`src/design/es2cal_pkg.sv`:
```
// shared types, constants and table functions for the epoch to calendar converter
package es2cal_pkg;

	localparam int DefaultBaseYear = 1970;

	localparam int YearW   = 12;
	localparam int MonthW  = 4;
	localparam int DayW    = 5;
	localparam int HourW   = 5;
	localparam int MinuteW = 6;
	localparam int SecondW = 6;

	localparam int SecsW   = 32;
	localparam int DaysW   = 16;
	localparam int LenW    = 9;

	localparam logic [SecsW-1:0] SecPerDay  = 32'd86400;
	localparam logic [SecsW-1:0] SecPerHour = 32'd3600;
	localparam logic [SecsW-1:0] SecPerMin  = 32'd60;

	// shift counts for the restoring divide steps (top quotient bit index)
	localparam logic [3:0] DayTopBit  = 4'd15;
	localparam logic [3:0] HourTopBit = 4'd4;
	localparam logic [3:0] MinTopBit  = 4'd5;

	typedef enum logic [2:0] {
		ST_IDLE,
		ST_DAY,
		ST_HOUR,
		ST_MIN,
		ST_YEAR,
		ST_MONTH,
		ST_DONE
	} state_t;

	function automatic logic [LenW-1:0] year_len(input logic leap);
		year_len = leap ? 9'd366 : 9'd365;
	endfunction

	function automatic logic [LenW-1:0] month_len(input logic [MonthW-1:0] mon,
		input logic leap);
		case (mon)
			4'd1:    month_len = 9'd31;
			4'd2:    month_len = leap ? 9'd29 : 9'd28;
			4'd3:    month_len = 9'd31;
			4'd4:    month_len = 9'd30;
			4'd5:    month_len = 9'd31;
			4'd6:    month_len = 9'd30;
			4'd7:    month_len = 9'd31;
			4'd8:    month_len = 9'd31;
			4'd9:    month_len = 9'd30;
			4'd10:   month_len = 9'd31;
			4'd11:   month_len = 9'd30;
			4'd12:   month_len = 9'd31;
			default: month_len = 9'd31;
		endcase
	endfunction

endpackage

```
`src/design/epoch_seconds_to_calendar.sv`:
```
// top level: seconds since base year to gregorian date and time of day
//
//  channel  | handshake                    | payload
//  ---------+------------------------------+----------------------------------------
//  in       | in_valid / in_ready          | epoch_seconds[31:0]
//  out      | out_valid / out_ready        | year, month, day, hour, minute, second
//
// after acceptance one request runs 16 day-divide steps, 5 hour steps, 6 minute steps,
// Y whole years (up to 136) and M whole months (up to 11), all through the single
// 32-bit subtract/compare unit, then passes through the DONE state
// in_ready is high only while the sequencer is idle
// the finished result sits in an output register, so a new request may start while
// the previous result is still waiting for out_ready
// reset clears the sequencer and the output valid flag; datapath registers are not reset
module epoch_seconds_to_calendar #(
	parameter int BASE_YEAR_VALUE = es2cal_pkg::DefaultBaseYear
) (
	input  logic                              clk,
	input  logic                              arst_n,
	input  logic                              in_valid,
	output logic                              in_ready,
	input  logic [es2cal_pkg::SecsW-1:0]      epoch_seconds,
	output logic                              out_valid,
	input  logic                              out_ready,
	output logic [es2cal_pkg::YearW-1:0]      year,
	output logic [es2cal_pkg::MonthW-1:0]     month,
	output logic [es2cal_pkg::DayW-1:0]       day,
	output logic [es2cal_pkg::HourW-1:0]      hour,
	output logic [es2cal_pkg::MinuteW-1:0]    minute,
	output logic [es2cal_pkg::SecondW-1:0]    second
);
	import es2cal_pkg::*;

	// leap rule residues of the base year, worked out at elaboration
	localparam logic [1:0] BaseMod4   = 2'(BASE_YEAR_VALUE % 4);
	localparam logic [6:0] BaseMod100 = 7'(BASE_YEAR_VALUE % 100);
	localparam logic [8:0] BaseMod400 = 9'(BASE_YEAR_VALUE % 400);
	localparam logic [YearW-1:0] BaseYear = YearW'(BASE_YEAR_VALUE);

	state_t state_q, state_d;

	// working registers
	logic [SecsW-1:0]   acc_q;        // remainder / remaining day count
	logic [3:0]         cnt_q;        // divide step bit index
	logic [DaysW-1:0]   days_q;       // whole days since base
	logic [YearW-1:0]   year_q;
	logic [1:0]         y4_q;         // year mod 4
	logic [6:0]         y100_q;       // year mod 100
	logic [8:0]         y400_q;       // year mod 400
	logic [MonthW-1:0]  month_q;
	logic [HourW-1:0]   hour_q;
	logic [MinuteW-1:0] min_q;
	logic [SecondW-1:0] sec_q;

	// output register
	logic               out_valid_q;
	logic [YearW-1:0]   out_year_q;
	logic [MonthW-1:0]  out_month_q;
	logic [DayW-1:0]    out_day_q;
	logic [HourW-1:0]   out_hour_q;
	logic [MinuteW-1:0] out_min_q;
	logic [SecondW-1:0] out_sec_q;

	// shared subtract / compare unit
	logic [SecsW-1:0] sub;
	logic [SecsW:0]   diff;
	logic             ge;
	logic             leap;
	logic             accept;
	logic             out_free;
	logic             last_step;

	assign leap      = (y4_q == 2'd0) && ((y100_q != 7'd0) || (y400_q == 9'd0));
	assign accept    = in_valid && in_ready;
	assign out_free  = !out_valid_q || out_ready;
	assign last_step = (cnt_q == 4'd0);

	// subtrahend chosen by phase: shifted divisor for the divides, a length otherwise
	always_comb begin
		case (state_q)
			ST_DAY:   sub = SecPerDay << cnt_q;
			ST_HOUR:  sub = SecPerHour << cnt_q;
			ST_MIN:   sub = SecPerMin << cnt_q;
			ST_YEAR:  sub = {{(SecsW-LenW){1'b0}}, year_len(leap)};
			ST_MONTH: sub = {{(SecsW-LenW){1'b0}}, month_len(month_q, leap)};
			default:  sub = '0;
		endcase
	end

	assign diff = {1'b0, acc_q} - {1'b0, sub};
	assign ge   = !diff[SecsW];

	// sequencer
	always_ff @(posedge clk or negedge arst_n) begin
		if (!arst_n) begin
			state_q <= ST_IDLE;
		end else begin
			state_q <= state_d;
		end
	end

	always_comb begin
		state_d  = state_q;
		in_ready = 1'b0;
		case (state_q)
			ST_IDLE: begin
				in_ready = 1'b1;
				if (in_valid) begin
					state_d = ST_DAY;
				end
			end
			ST_DAY: begin
				if (last_step) begin
					state_d = ST_HOUR;
				end
			end
			ST_HOUR: begin
				if (last_step) begin
					state_d = ST_MIN;
				end
			end
			ST_MIN: begin
				if (last_step) begin
					state_d = ST_YEAR;
				end
			end
			ST_YEAR: begin
				if (!ge) begin
					state_d = ST_MONTH;
				end
			end
			ST_MONTH: begin
				if (!ge) begin
					state_d = ST_DONE;
				end
			end
			ST_DONE: begin
				if (out_free) begin
					state_d = ST_IDLE;
				end
			end
			default: state_d = ST_IDLE;
		endcase
	end

	// step counter
	always_ff @(posedge clk or negedge arst_n) begin
		if (!arst_n) begin
			cnt_q <= '0;
		end else begin
			case (state_q)
				ST_IDLE: cnt_q <= DayTopBit;
				ST_DAY:  cnt_q <= last_step ? HourTopBit : cnt_q - 4'd1;
				ST_HOUR: cnt_q <= last_step ? MinTopBit : cnt_q - 4'd1;
				ST_MIN:  cnt_q <= last_step ? cnt_q : cnt_q - 4'd1;
				default: cnt_q <= cnt_q;
			endcase
		end
	end

	// datapath
	always_ff @(posedge clk) begin
		case (state_q)
			ST_IDLE: begin
				if (accept) begin
					acc_q <= epoch_seconds;
				end
				year_q  <= BaseYear;
				y4_q    <= BaseMod4;
				y100_q  <= BaseMod100;
				y400_q  <= BaseMod400;
				month_q <= MonthW'(1);
			end
			ST_DAY: begin
				// restoring divide by 86400, one quotient bit a cycle
				days_q <= {days_q[DaysW-2:0], ge};
				if (ge) begin
					acc_q <= diff[SecsW-1:0];
				end
			end
			ST_HOUR: begin
				hour_q <= {hour_q[HourW-2:0], ge};
				if (ge) begin
					acc_q <= diff[SecsW-1:0];
				end
			end
			ST_MIN: begin
				min_q <= {min_q[MinuteW-2:0], ge};
				if (last_step) begin
					// remainder is the second; day count moves into the accumulator
					sec_q <= ge ? diff[SecondW-1:0] : acc_q[SecondW-1:0];
					acc_q <= {{(SecsW-DaysW){1'b0}}, days_q};
				end else if (ge) begin
					acc_q <= diff[SecsW-1:0];
				end
			end
			ST_YEAR: begin
				// peel whole years, keeping the leap residues in step
				if (ge) begin
					acc_q  <= diff[SecsW-1:0];
					year_q <= year_q + YearW'(1);
					y4_q   <= y4_q + 2'd1;
					y100_q <= (y100_q == 7'd99) ? 7'd0 : y100_q + 7'd1;
					y400_q <= (y400_q == 9'd399) ? 9'd0 : y400_q + 9'd1;
				end
			end
			ST_MONTH: begin
				if (ge) begin
					acc_q   <= diff[SecsW-1:0];
					month_q <= month_q + MonthW'(1);
				end
			end
			ST_DONE: begin
				if (out_free) begin
					out_year_q  <= year_q;
					out_month_q <= month_q;
					out_day_q   <= acc_q[DayW-1:0] + DayW'(1);
					out_hour_q  <= hour_q;
					out_min_q   <= min_q;
					out_sec_q   <= sec_q;
				end
			end
			default: begin
				acc_q <= acc_q;
			end
		endcase
	end

	// output valid flag
	always_ff @(posedge clk or negedge arst_n) begin
		if (!arst_n) begin
			out_valid_q <= 1'b0;
		end else if (state_q == ST_DONE && out_free) begin
			out_valid_q <= 1'b1;
		end else if (out_ready) begin
			out_valid_q <= 1'b0;
		end
	end

	assign out_valid = out_valid_q;
	assign year      = out_year_q;
	assign month     = out_month_q;
	assign day       = out_day_q;
	assign hour      = out_hour_q;
	assign minute    = out_min_q;
	assign second    = out_sec_q;

endmodule

```
`config.mk`:
```
export PLATFORM = sky130hd
export DESIGN_NAME = epoch_seconds_to_calendar
export DESIGN_NICKNAME = d
export VERILOG_FILES = /design/src/design/es2cal_pkg.sv /design/src/design/epoch_seconds_to_calendar.sv
export SDC_FILE = /design/constraint.sdc
export NUM_CORES = 1
export LEC_CHECK = 0
export ABC_AREA = 1
export ABC_CLOCK_PERIOD_IN_PS = 5400
export BUFFER_PORTS_ARGS = -buffer_cell sky130_fd_sc_hd__buf_2
export CAP_MARGIN = 20
export CORE_MARGIN = 4
export CORE_UTILIZATION = 40
export CTS_CLUSTER_SIZE = 16
export DETAILED_ROUTE_END_ITERATION = 12
export GPL_TIMING_DRIVEN = 0
export HOLD_SLACK_MARGIN = 0.02
export REMOVE_ABC_BUFFERS = 1
export SLEW_MARGIN = 30
export SYNTH_ARGS = -nofsm -noshare
export SYNTH_HDL_FRONTEND = slang
export SYNTH_SLANG_ARGS = --single-unit
```
`constraint.sdc`:
```
create_clock -name clk -period 5.4 [get_ports clk]
set_input_delay 0.81 -clock clk [delete_from_list [all_inputs] [get_ports clk]]
set_output_delay 0.81 -clock clk [all_outputs]
set_load 0.03 [all_outputs]
```
Word-level counts from Yosys, hierarchy flattened
Index checks and enable logic that the tools add are counted.
{"block": "word_totals", "register_bits": 145, "inputBits": 36, "wordCells": 116, "out_inout_bits": 40}
{"block": "classes", "muxes": 36, "n_reduce_logical": 26, "addsub": 8, "eq_ne": 24, "shift": 3}
{"cell": "case mux 32 bit (5 select lines)", "n": 1}
{"cell": "2-to-1 mux 32 bit", "n": 3}
{"cell": "case mux 32 bit (3 select lines)", "n": 1}
{"cell": "subtractor 32 x 32 -> 33 bit", "n": 1}
{"cell": "<< shifter 12 x 4 -> 32 bit, first input constant", "n": 1}
{"cell": "<< shifter 17 x 4 -> 32 bit, first input constant", "n": 1}
{"cell": "<< shifter 6 x 4 -> 32 bit, first input constant", "n": 1}
{"cell": "case mux 12 bit (2 select lines)", "n": 1}
{"cell": "!= test 2 bit, second input constant", "n": 11}
{"cell": "2-to-1 mux 3 bit", "n": 7}
{"cell": "case mux 3 bit (7 select lines)", "n": 1}
{"cell": "2-to-1 mux 9 bit", "n": 2}
{"cell": "case mux 9 bit (2 select lines)", "n": 1}
{"cell": "2-to-1 mux 4 bit", "n": 4}
{"cell": "case mux 4 bit (4 select lines)", "n": 1}
{"cell": "2-to-1 mux 7 bit", "n": 2}
{"cell": "case mux 7 bit (2 select lines)", "n": 1}
{"cell": "adder 12 x 1 -> 12 bit, second input constant", "n": 1}
{"cell": "2-to-1 mux 12 bit", "n": 1}
{"cell": "AND reduction 2 bit", "n": 6}
{"cell": "adder 9 x 1 -> 9 bit, second input constant", "n": 1}
{"cell": "== test 3 bit, second input constant", "n": 3}
{"cell": "== test 9 bit, second input constant", "n": 1}
{"cell": "zero test 9 bit", "n": 1}
{"cell": "other kinds (28)", "n": 43}

Longest topological paths before layout
Gate-level depths: netlist (run 1).
{"block": "depth", "word_depth": 10, "ltp_mapped": 26, "ltp_nobuf": 24}

Worst setup path before layout (run 1)
Ideal clock, no wire load.
{"block": "synth_timing", "path_kind": "register to register", "start": "reg y400_q[0]", "end": "reg y100_q[0] (enable)", "t_arrival_ns": 4.065, "setup_time_ns": 0.421, "n_path_buf": 2, "synth_period_minus_slack_ns": 4.486, "slack_ns": 0.914, "required_ns": 4.979, "path_stages_with_launch": 24, "path_cell_list": "edfxtp_1 inv_1 ha_1 nand3b_1 o21ai_0 o21ai_0 nand2_1 nand3_1 o21ai_0 ha_1 fa_1 inv_1 nand2_1 nand2_1 nand3_2 nand2_2 nand2_1 nand2_2 nand2_2 nand2_2 buf_6 buf_6 inv_2 o21ai_1"}
{"block": "synth_between", "elab_chain_len": 9, "elab_cells_between_ends": 10, "classes_between": "1 x add/sub; 1 x eq/ne; 4 x mux; 4 x reduce/logical"}
{"item": "start: declaration", "line": "epoch_seconds_to_calendar.sv:49", "text": "logic [8:0] y400_q;"}
{"item": "start signal: assignment", "line": "epoch_seconds_to_calendar.sv:171", "text": "y400_q <= BaseMod400;"}
{"item": "start signal: assignment", "line": "epoch_seconds_to_calendar.sv:204", "text": "y400_q <= (y400_q == 9'd399) ? 9'd0 : y400_q + 9'd1;"}
{"item": "zero test 9 bit (*)", "line": "epoch_seconds_to_calendar.sv:73", "text": "assign leap = (y4_q == 2'd0) && ((y100_q != 7'd0) || (y400_q == 9'd0));"}
{"item": "logical OR 1 bit (*)", "line": "epoch_seconds_to_calendar.sv:73"}
{"item": "logical AND 1 bit (*)", "line": "epoch_seconds_to_calendar.sv:73"}
{"item": "2-to-1 mux 1 bit", "line": "es2cal_pkg.sv:44", "text": "4'd2: month_len = leap ? 9'd29 : 9'd28;"}
{"item": "case mux 2 bit (2 select lines)", "line": "es2cal_pkg.sv:42", "text": "case (mon)"}
{"item": "case mux 32 bit (5 select lines) (*)", "line": "epoch_seconds_to_calendar.sv:80", "text": "case (state_q)"}
{"item": "subtractor 32 x 32 -> 33 bit (*)", "line": "epoch_seconds_to_calendar.sv:90", "text": "assign diff = {1'b0, acc_q} - {1'b0, sub};"}
{"item": "!= test 2 bit (no source line) (*)"}
{"item": "AND reduction 2 bit (no source line) (*)"}
{"item": "end signal: assignment", "line": "epoch_seconds_to_calendar.sv:170", "text": "y100_q <= BaseMod100;"}
{"item": "end signal: assignment", "line": "epoch_seconds_to_calendar.sv:203", "text": "y100_q <= (y100_q == 7'd99) ? 7'd0 : y100_q + 7'd1;"}
{"item": "end: declaration", "line": "epoch_seconds_to_calendar.sv:48", "text": "logic [6:0] y100_q;"}
Mark *: on every way between the ends. The rest lies on a longest branch, timed or not.
A chain may end at the register's enable or synchronous reset.

Worst setup path in the final report (run 1)
{"block": "layout_timing", "start": "reg state_q[1]", "end": "reg y4_q[0] (enable)"}
{"block": "layout_between", "elab_chain_len": 5, "elab_cells_between_ends": 11, "classes_between": "1 x add/sub; 6 x eq/ne; 1 x mux; 3 x reduce/logical"}
{"item": "start: declaration", "line": "epoch_seconds_to_calendar.sv:40", "text": "state_t state_q, state_d;"}
{"item": "start signal: assignment", "line": "epoch_seconds_to_calendar.sv:98", "text": "state_q <= state_d;"}
{"item": "== test 3 bit, or another cell as far along", "line": "epoch_seconds_to_calendar.sv:80"}
{"item": "case mux 32 bit (5 select lines)", "line": "epoch_seconds_to_calendar.sv:80"}
{"item": "subtractor 32 x 32 -> 33 bit", "line": "epoch_seconds_to_calendar.sv:90"}
{"item": "!= test 2 bit (no source line)"}
{"item": "AND reduction 2 bit (no source line) (*)"}
{"item": "end signal: assignment", "line": "epoch_seconds_to_calendar.sv:169", "text": "y4_q <= BaseMod4;"}
{"item": "end signal: assignment", "line": "epoch_seconds_to_calendar.sv:202", "text": "y4_q <= y4_q + 2'd1;"}
{"item": "end: declaration", "line": "epoch_seconds_to_calendar.sv:47", "text": "logic [1:0] y4_q;"}
Marked as above.

==> flow_summary_export.csv, run 1 <==
group,metric,value,unit
drt,dr_total_vias,7897,
synthesis,synth_ff_type,"edfxtp_1",
worst_setup_path,critPathCaptureType,"flop",
cells_and_area,fillers,2315,
die,core_region_area,23500,um^2
timing,finalSetupTns,0,ns
placed_design,globalplace.congestion,0.900,
grt,grt_overflow,0,
cells_and_area,final_util,0.463,
hold_path,hold_path_class,"in2async",
die,rows,56,
worst_setup_path,start_kind,"flop",
cells_and_area,num_antenna_cells,0,
worst_setup_path,worstPathArrival,4.95,ns
cells_and_area,seq_area,4310,um^2
drt,drcViolationCount,0,
synthesis,yosysMostFrequentCell,"nand2_1",
clocking,cts_buffers,17,
synthesis,synth_common_cells,"nand2_1, inv_1, edfxtp_1",
clocking,clockBufferDepth,2,
worst_setup_path,r2r-end,"y4_q[0]",
synthesis,syn-cell-area,9570,um^2
timing,setup_viol,0,
timing,tightest_slew,0.790,ns
worst_setup_path,reg2reg_depth,16,
die,die_area,26500,um^2
clocking,cts_sinks,145,
cells_and_area,drive_above_1_share,0.134,
clocking,hold_buffers,0,
die,die-height,163,um
cells_and_area,area_growth,13.5,%
worst_setup_path,timing_worst_setup_path_type,"reg2reg",
grt,grt_max_degree,60,
placed_design,placed_cells,1597,
run,maxCapViolCount,0,
synthesis,synth_top_area_share,0.430,
status,status,"finished clean",
synthesis,ys_ff_latch,145,
grt,grt_antenna_before_repair,0,
placed_design,io_buffer_count,75,
drt,totalWireLength,22.6,mm
clocking,post_cts_resized,0,
drt,ant_nets,0,
clocking,clk_pin_slew,0.06,ns
synthesis,synth_area_leaders,"edfxtp_1, nand2_1, inv_1",
drt,drtIter0Drc,514,
worst_setup_path,crit_required,5.53,ns
drt,wl_per_cell,13.9,um
timing,skew,0.00847,ns
clocking,clock_latency,0.43,ns
grt,grt_pass1_wl,37.2,mm
synthesis,syn_area_per_cell,7.81,um^2
timing,rsz0062_at_grt,"false",
clocking,post_cts_buffers,0,
timing,fin_crit,4.82,ns
synthesis,synth_cell_type_count,49,
die,io_pins,76,
grt,grt_usage,0.174,
cells_and_area,nets,1381,
clocking,cts-root-buf,"clkbuf_16",
synthesis,synthCells,1226,
worst_setup_path,cp_max_fo,59,
synthesis,synthArstFlopShare,0.0552,
synthesis,ys_warn_count,0,
timing,relSlewSlack,0.473,
grt,grt_pass1_vias,7617,
synthesis,yosysTopAreaCell,"edfxtp_1",
drt,vias_per_cell,4.85,
clocking,cts_tree,"built",
timing,hold_viol_final,0,
worst_setup_path,r2r_setup_slack,0.58,ns
timing,timing.final.crit_share,0.892,
timing,max_freq,208,MHz
timing,slew_violations,0,
die,die_w,163,um
placed_design,dp_hpwl,17.1,mm
cells_and_area,multiInputGateArea,4320,um^2
synthesis,synth_enable_flop_cells,137,
drt,first_pass_iters,6,
die,start_util,0.408,
clocking,ctsHtreeMaxLevel,4,
synthesis,synth-seq-area-share,0.451,
cells_and_area,layout.cells.non_filler,1629,
worst_setup_path,rr_startpoint,"state_q[1]",
## area by class of cell
class / instances / area share
clock buffers: 17 / 0.0392
flip-flops and latches: 145 / 0.397
repair buffers: 77 / 0.0396
multi-input cells: 843 / 0.398
clock inverters: 15 / 0.0154
well taps: 319 / 0.0368
inverters: 213 / 0.0736
## placed cells by master, fill, tap and decap left out, types with 4 or more instances in the layout
cell type / n
xor2_1: 6
o22ai_1: 7
inv_1: 182
a22oi_1: 11
inv_6: 7
or2_1: 6
nand3b_1: 7
nand2_1: 374
buf_2: 75
nor2_1: 95
a31oi_1: 4
o21ai_1: 23
o21ai_0: 41
nor2_2: 7
o21bai_1: 5
a21oi_1: 49
nand3_1: 83
ha_1: 47
nor3_1: 16
dfrtp_1: 8
inv_2: 31
xnor2_1: 10
nand2_2: 8
edfxtp_1: 137
clkbuf_16: 17
or2_2: 7
nand4_1: 6
## critical path: stages, from the launching register on
cell	delay, ns
dfrtp_1	0.50
nor2_2	0.12
nor2_2	0.23
inv_2	0.11
nor2_1	0.57
inv_2	0.20
or2_1	0.31
ha_1	0.39
nand2_1	0.10
nor2_1	0.18
nand2_1	0.12
nor2_1	0.19
nand2_2	0.20
nand2_4	0.54
inv_2	0.11
o21ai_4	0.41
buf_16	0.22
## registers in the layout (all words and copies together), names as in the netlist, 5 cells and up
register	cells
y100_q	7
second	6
sec_q	6
minute	6
year_q	12
days_q	16
acc_q	32
min_q	6
hour	5
y400_q	9
hour_q	5
year	12
day	5
## kinds of logic (layout without fill, tap and decap cells)
logic type | after synthesis | count (layout) | share of synthesized area
XOR/XNOR | 16 | 16 | 0.0146
AND/OR/NAND/NOR | 623 | 623 | 0.278
adder cells (fa/ha/maj) | 48 | 48 | 0.0635
buffers and inverters | 238 | 322 | 0.100
AO/OA/AOI/OAI | 155 | 155 | 0.0916
flip-flops | 145 | 145 | 0.451
multiplexers | 1 | 1 | 0.00105
## layer usage
metal / global-route usage / wire length (um) / vias to the layer above / share of wire
met5: 0 / 0 / - / 0
met4: 0.0419 / 277 / 0 / 0.012
met3: 0.0268 / 786 / 21 / 0.035
met2: 0.297 / 10700 / 136 / 0.47
met1: 0.234 / 10900 / 3620 / 0.48
li1: - / - / 4120 / -
## worst max-delay path by stage
stage	start	end	slack, ns
5_1_grt	state_q[1]	y4_q[0]	0.16
6_report	state_q[1]	y4_q[0]	0.58
3_5_place_dp	state_q[1]	y100_q[6]	0.62
2_1_floorplan	state_q[1]	y100_q[0]	0.45
4_1_cts	state_q[1]	y4_q[0]	0.61
3_3_place_gp	state_q[0]	y400_q[6]	-1.21
## through the flow
| stage | hold WS (ns) | setup WS, ns | cell area, um^2 |
|---|---|---|---|
| after floorplan | 0.400 | 0.455 | 9410 |
| after global placement | 0.401 | -1.21 | 10200 |
| after detailed placement | 0.407 | 0.622 | 10300 |
| after CTS | 0.214 | 0.606 | 10900 |
| after global routing | 0.222 | 0.158 | 10900 |
| final | 0.224 | 0.583 | 10900 |
Power of run 1 is left out: the tool's default activity adds up to more than one toggle a clock period on the data nets, which glitch-free logic cannot reach.
==> inputs of run 2 (changes only) <==
GPL_TIMING_DRIVEN = 1   (was 0)
PLACE_DENSITY = 0.6   (was not set)
==> flow_summary_export.csv, run 2 (synthesis gave the netlist of run 1 again) <==
group,metric,value,unit
status,status,"finished clean",
die,core_region_area,23500,um^2
worst_setup_path,cpMaxStageDelayCell,"o21ai_0",
die,rows,56,
timing,relSlewSlack,0.517,
clocking,clock_latency,0.43,ns
worst_setup_path,crit_required,5.48,ns
clocking,cts_buffers,17,
timing,slew_violations,0,
drt,first_pass_iters,5,
die,die-height,163,um
die,die_w,163,um
placed_design,place_ws,1.21,ns
die,io_pins,76,
worst_setup_path,rr_startpoint,"y400_q[0]",
worst_setup_path,worstPathArrival,4.31,ns
worst_setup_path,critPathCaptureType,"flop",
drt,vias_per_cell,4.86,
clocking,post_cts_buffers,0,
hold_path,hold_path_class,"in2async",
drt,totalWireLength,23.0,mm
cells_and_area,reg_top3,"acc_q (32), days_q (16)",
worst_setup_path,path_delay_family,"simple AND/OR/NAND/NOR gates",
cells_and_area,drive_above_1_share,0.137,
worst_setup_path,start_kind,"flop",
clocking,clk_pin_slew,0.07,ns
cells_and_area,regMostFlops,"acc_q",
cells_and_area,final_common_cell,"nand2_1",
drt,ant_nets,0,
timing,skew,0.0146,ns
grt,grt_max_degree,39,
grt,grt_use_met1,0.245,
clocking,hold_buffers,0,
cells_and_area,num_antenna_cells,0,
clocking,cts_tree,"built",
run,maxCapViolCount,0,
drt,drcViolationCount,0,
cells_and_area,largest_reg_flops,32,
placed_design,dp_hpwl,17.4,mm
worst_setup_path,worst_path_largest_cell_delay,0.42,ns
cells_and_area,final_util,0.464,
clocking,ctsHtreeMaxLevel,4,
worst_setup_path,r2r-end,"y400_q[1]",
placed_design,io_buffer_count,75,
placed_design,globalplace.congestion,0.938,
worst_setup_path,crit_buf_inv,4,
timing,fin_crit,4.23,ns
worst_setup_path,worstPathCellList,"inv_1, ha_1, nand3b_1, o21ai_0, o21ai_0, nand2_1, nand3_1, o21ai_0, ha_1, fa_1, inv_1, nand2_1, nand2_1, nand3_2, nand2_2, nand2_1, nand2_2, nand2_2, nand2_2, inv_2, o21ai_2, buf_4",
grt,grt_antenna_before_repair,0,
grt,use_met2,0.279,
drt,dr_total_vias,7934,
clocking,cts-root-buf,"clkbuf_16",
timing,setup_viol,0,
timing,timing.final.crit_share,0.784,
cells_and_area,nets,1385,
cells_and_area,area_growth,13.7,%
worst_setup_path,r2r_setup_slack,1.17,ns
timing,finalSetupTns,0,ns
worst_setup_path,path_depth,22,
timing,hold_viol_final,0,
grt,grt_pass1_wl,37.6,mm
grt,grt_most_used_layer,"met2",
clocking,cts_sinks,145,
worst_setup_path,cp_max_fo,30,
timing,max_freq,236,MHz
die,start_util,0.408,
cells_and_area,final_cell_mix,"nand2_1, inv_1, edfxtp_1, nor2_1, nand3_1",
timing,rsz0062_at_grt,"false",
clocking,post_cts_resized,0,
worst_setup_path,timing_worst_setup_path_type,"reg2reg",
drt,drtIter0Drc,534,
timing,layout_setup_ws,1.17,ns
grt,grtUsageMet3,0.0276,
drt,wl_per_cell,14.1,um
die,die_area,26500,um^2
timing,tightest_slew,0.723,ns
worst_setup_path,reg2reg_depth,22,
grt,grt_overflow,0,
grt,grt_pass1_vias,7565,
clocking,clockBufferDepth,2,
worst_setup_path,startpoint,"y400_q[0]",
grt,grt_usage,0.177,
run 2: layout make-up:
type | count | area, um^2
Timing Repair Buffer | 81 | 453
Fill cell | 2314 | 12600
Clock inverter | 15 | 183
Tap cell | 319 | 399
Sequential cell | 145 | 4310
Clock buffer | 17 | 425
Inverter | 213 | 800
Multi-Input combinational cell | 843 | 4310
run 2: worst register-to-register path, stage by stage (launching register included):
cell and delay [ns]:
edfxtp_1 0.37, inv_1 0.06, ha_1 0.19, nand3b_1 0.07, o21ai_0 0.10, o21ai_0 0.42, nand2_1 0.10, nand3_1 0.09
o21ai_0 0.13, ha_1 0.23, fa_1 0.40, inv_1 0.07, nand2_1 0.04, nand2_1 0.11, nand3_2 0.08, nand2_2 0.12
nand2_1 0.08, nand2_2 0.09, nand2_2 0.16, nand2_2 0.42, inv_2 0.08, o21ai_2 0.11, buf_4 0.37
run 2: worst max-delay path by stage:
stage,slack (ns),endpoint
finish,1.17,y400_q[1]
global route,0.72,y400_q[1]
CTS,1.18,y400_q[6]
detailed placement,1.21,y400_q[4]
global placement,1.26,y400_q[6]
floorplan,0.45,y100_q[0]
run 2: stage by stage:
step | std cells | cell area [um^2] | hold WS [ns]
floorplan | 1201 | 9410 | 0.400
global placement | 1600 | 10200 | 0.403
detailed placement | 1600 | 10200 | 0.407
CTS | 1632 | 10900 | 0.220
global route | 1633 | 10900 | 0.229
finish | 1633 | 10900 | 0.229
run 2: layer usage:
layer,wire [um],up-vias
met4,704,0
met5,0,-
met2,10200,185
li1,-,4143
met3,999,44
met1,11000,3562
Power of run 2 is left out for the same reason.
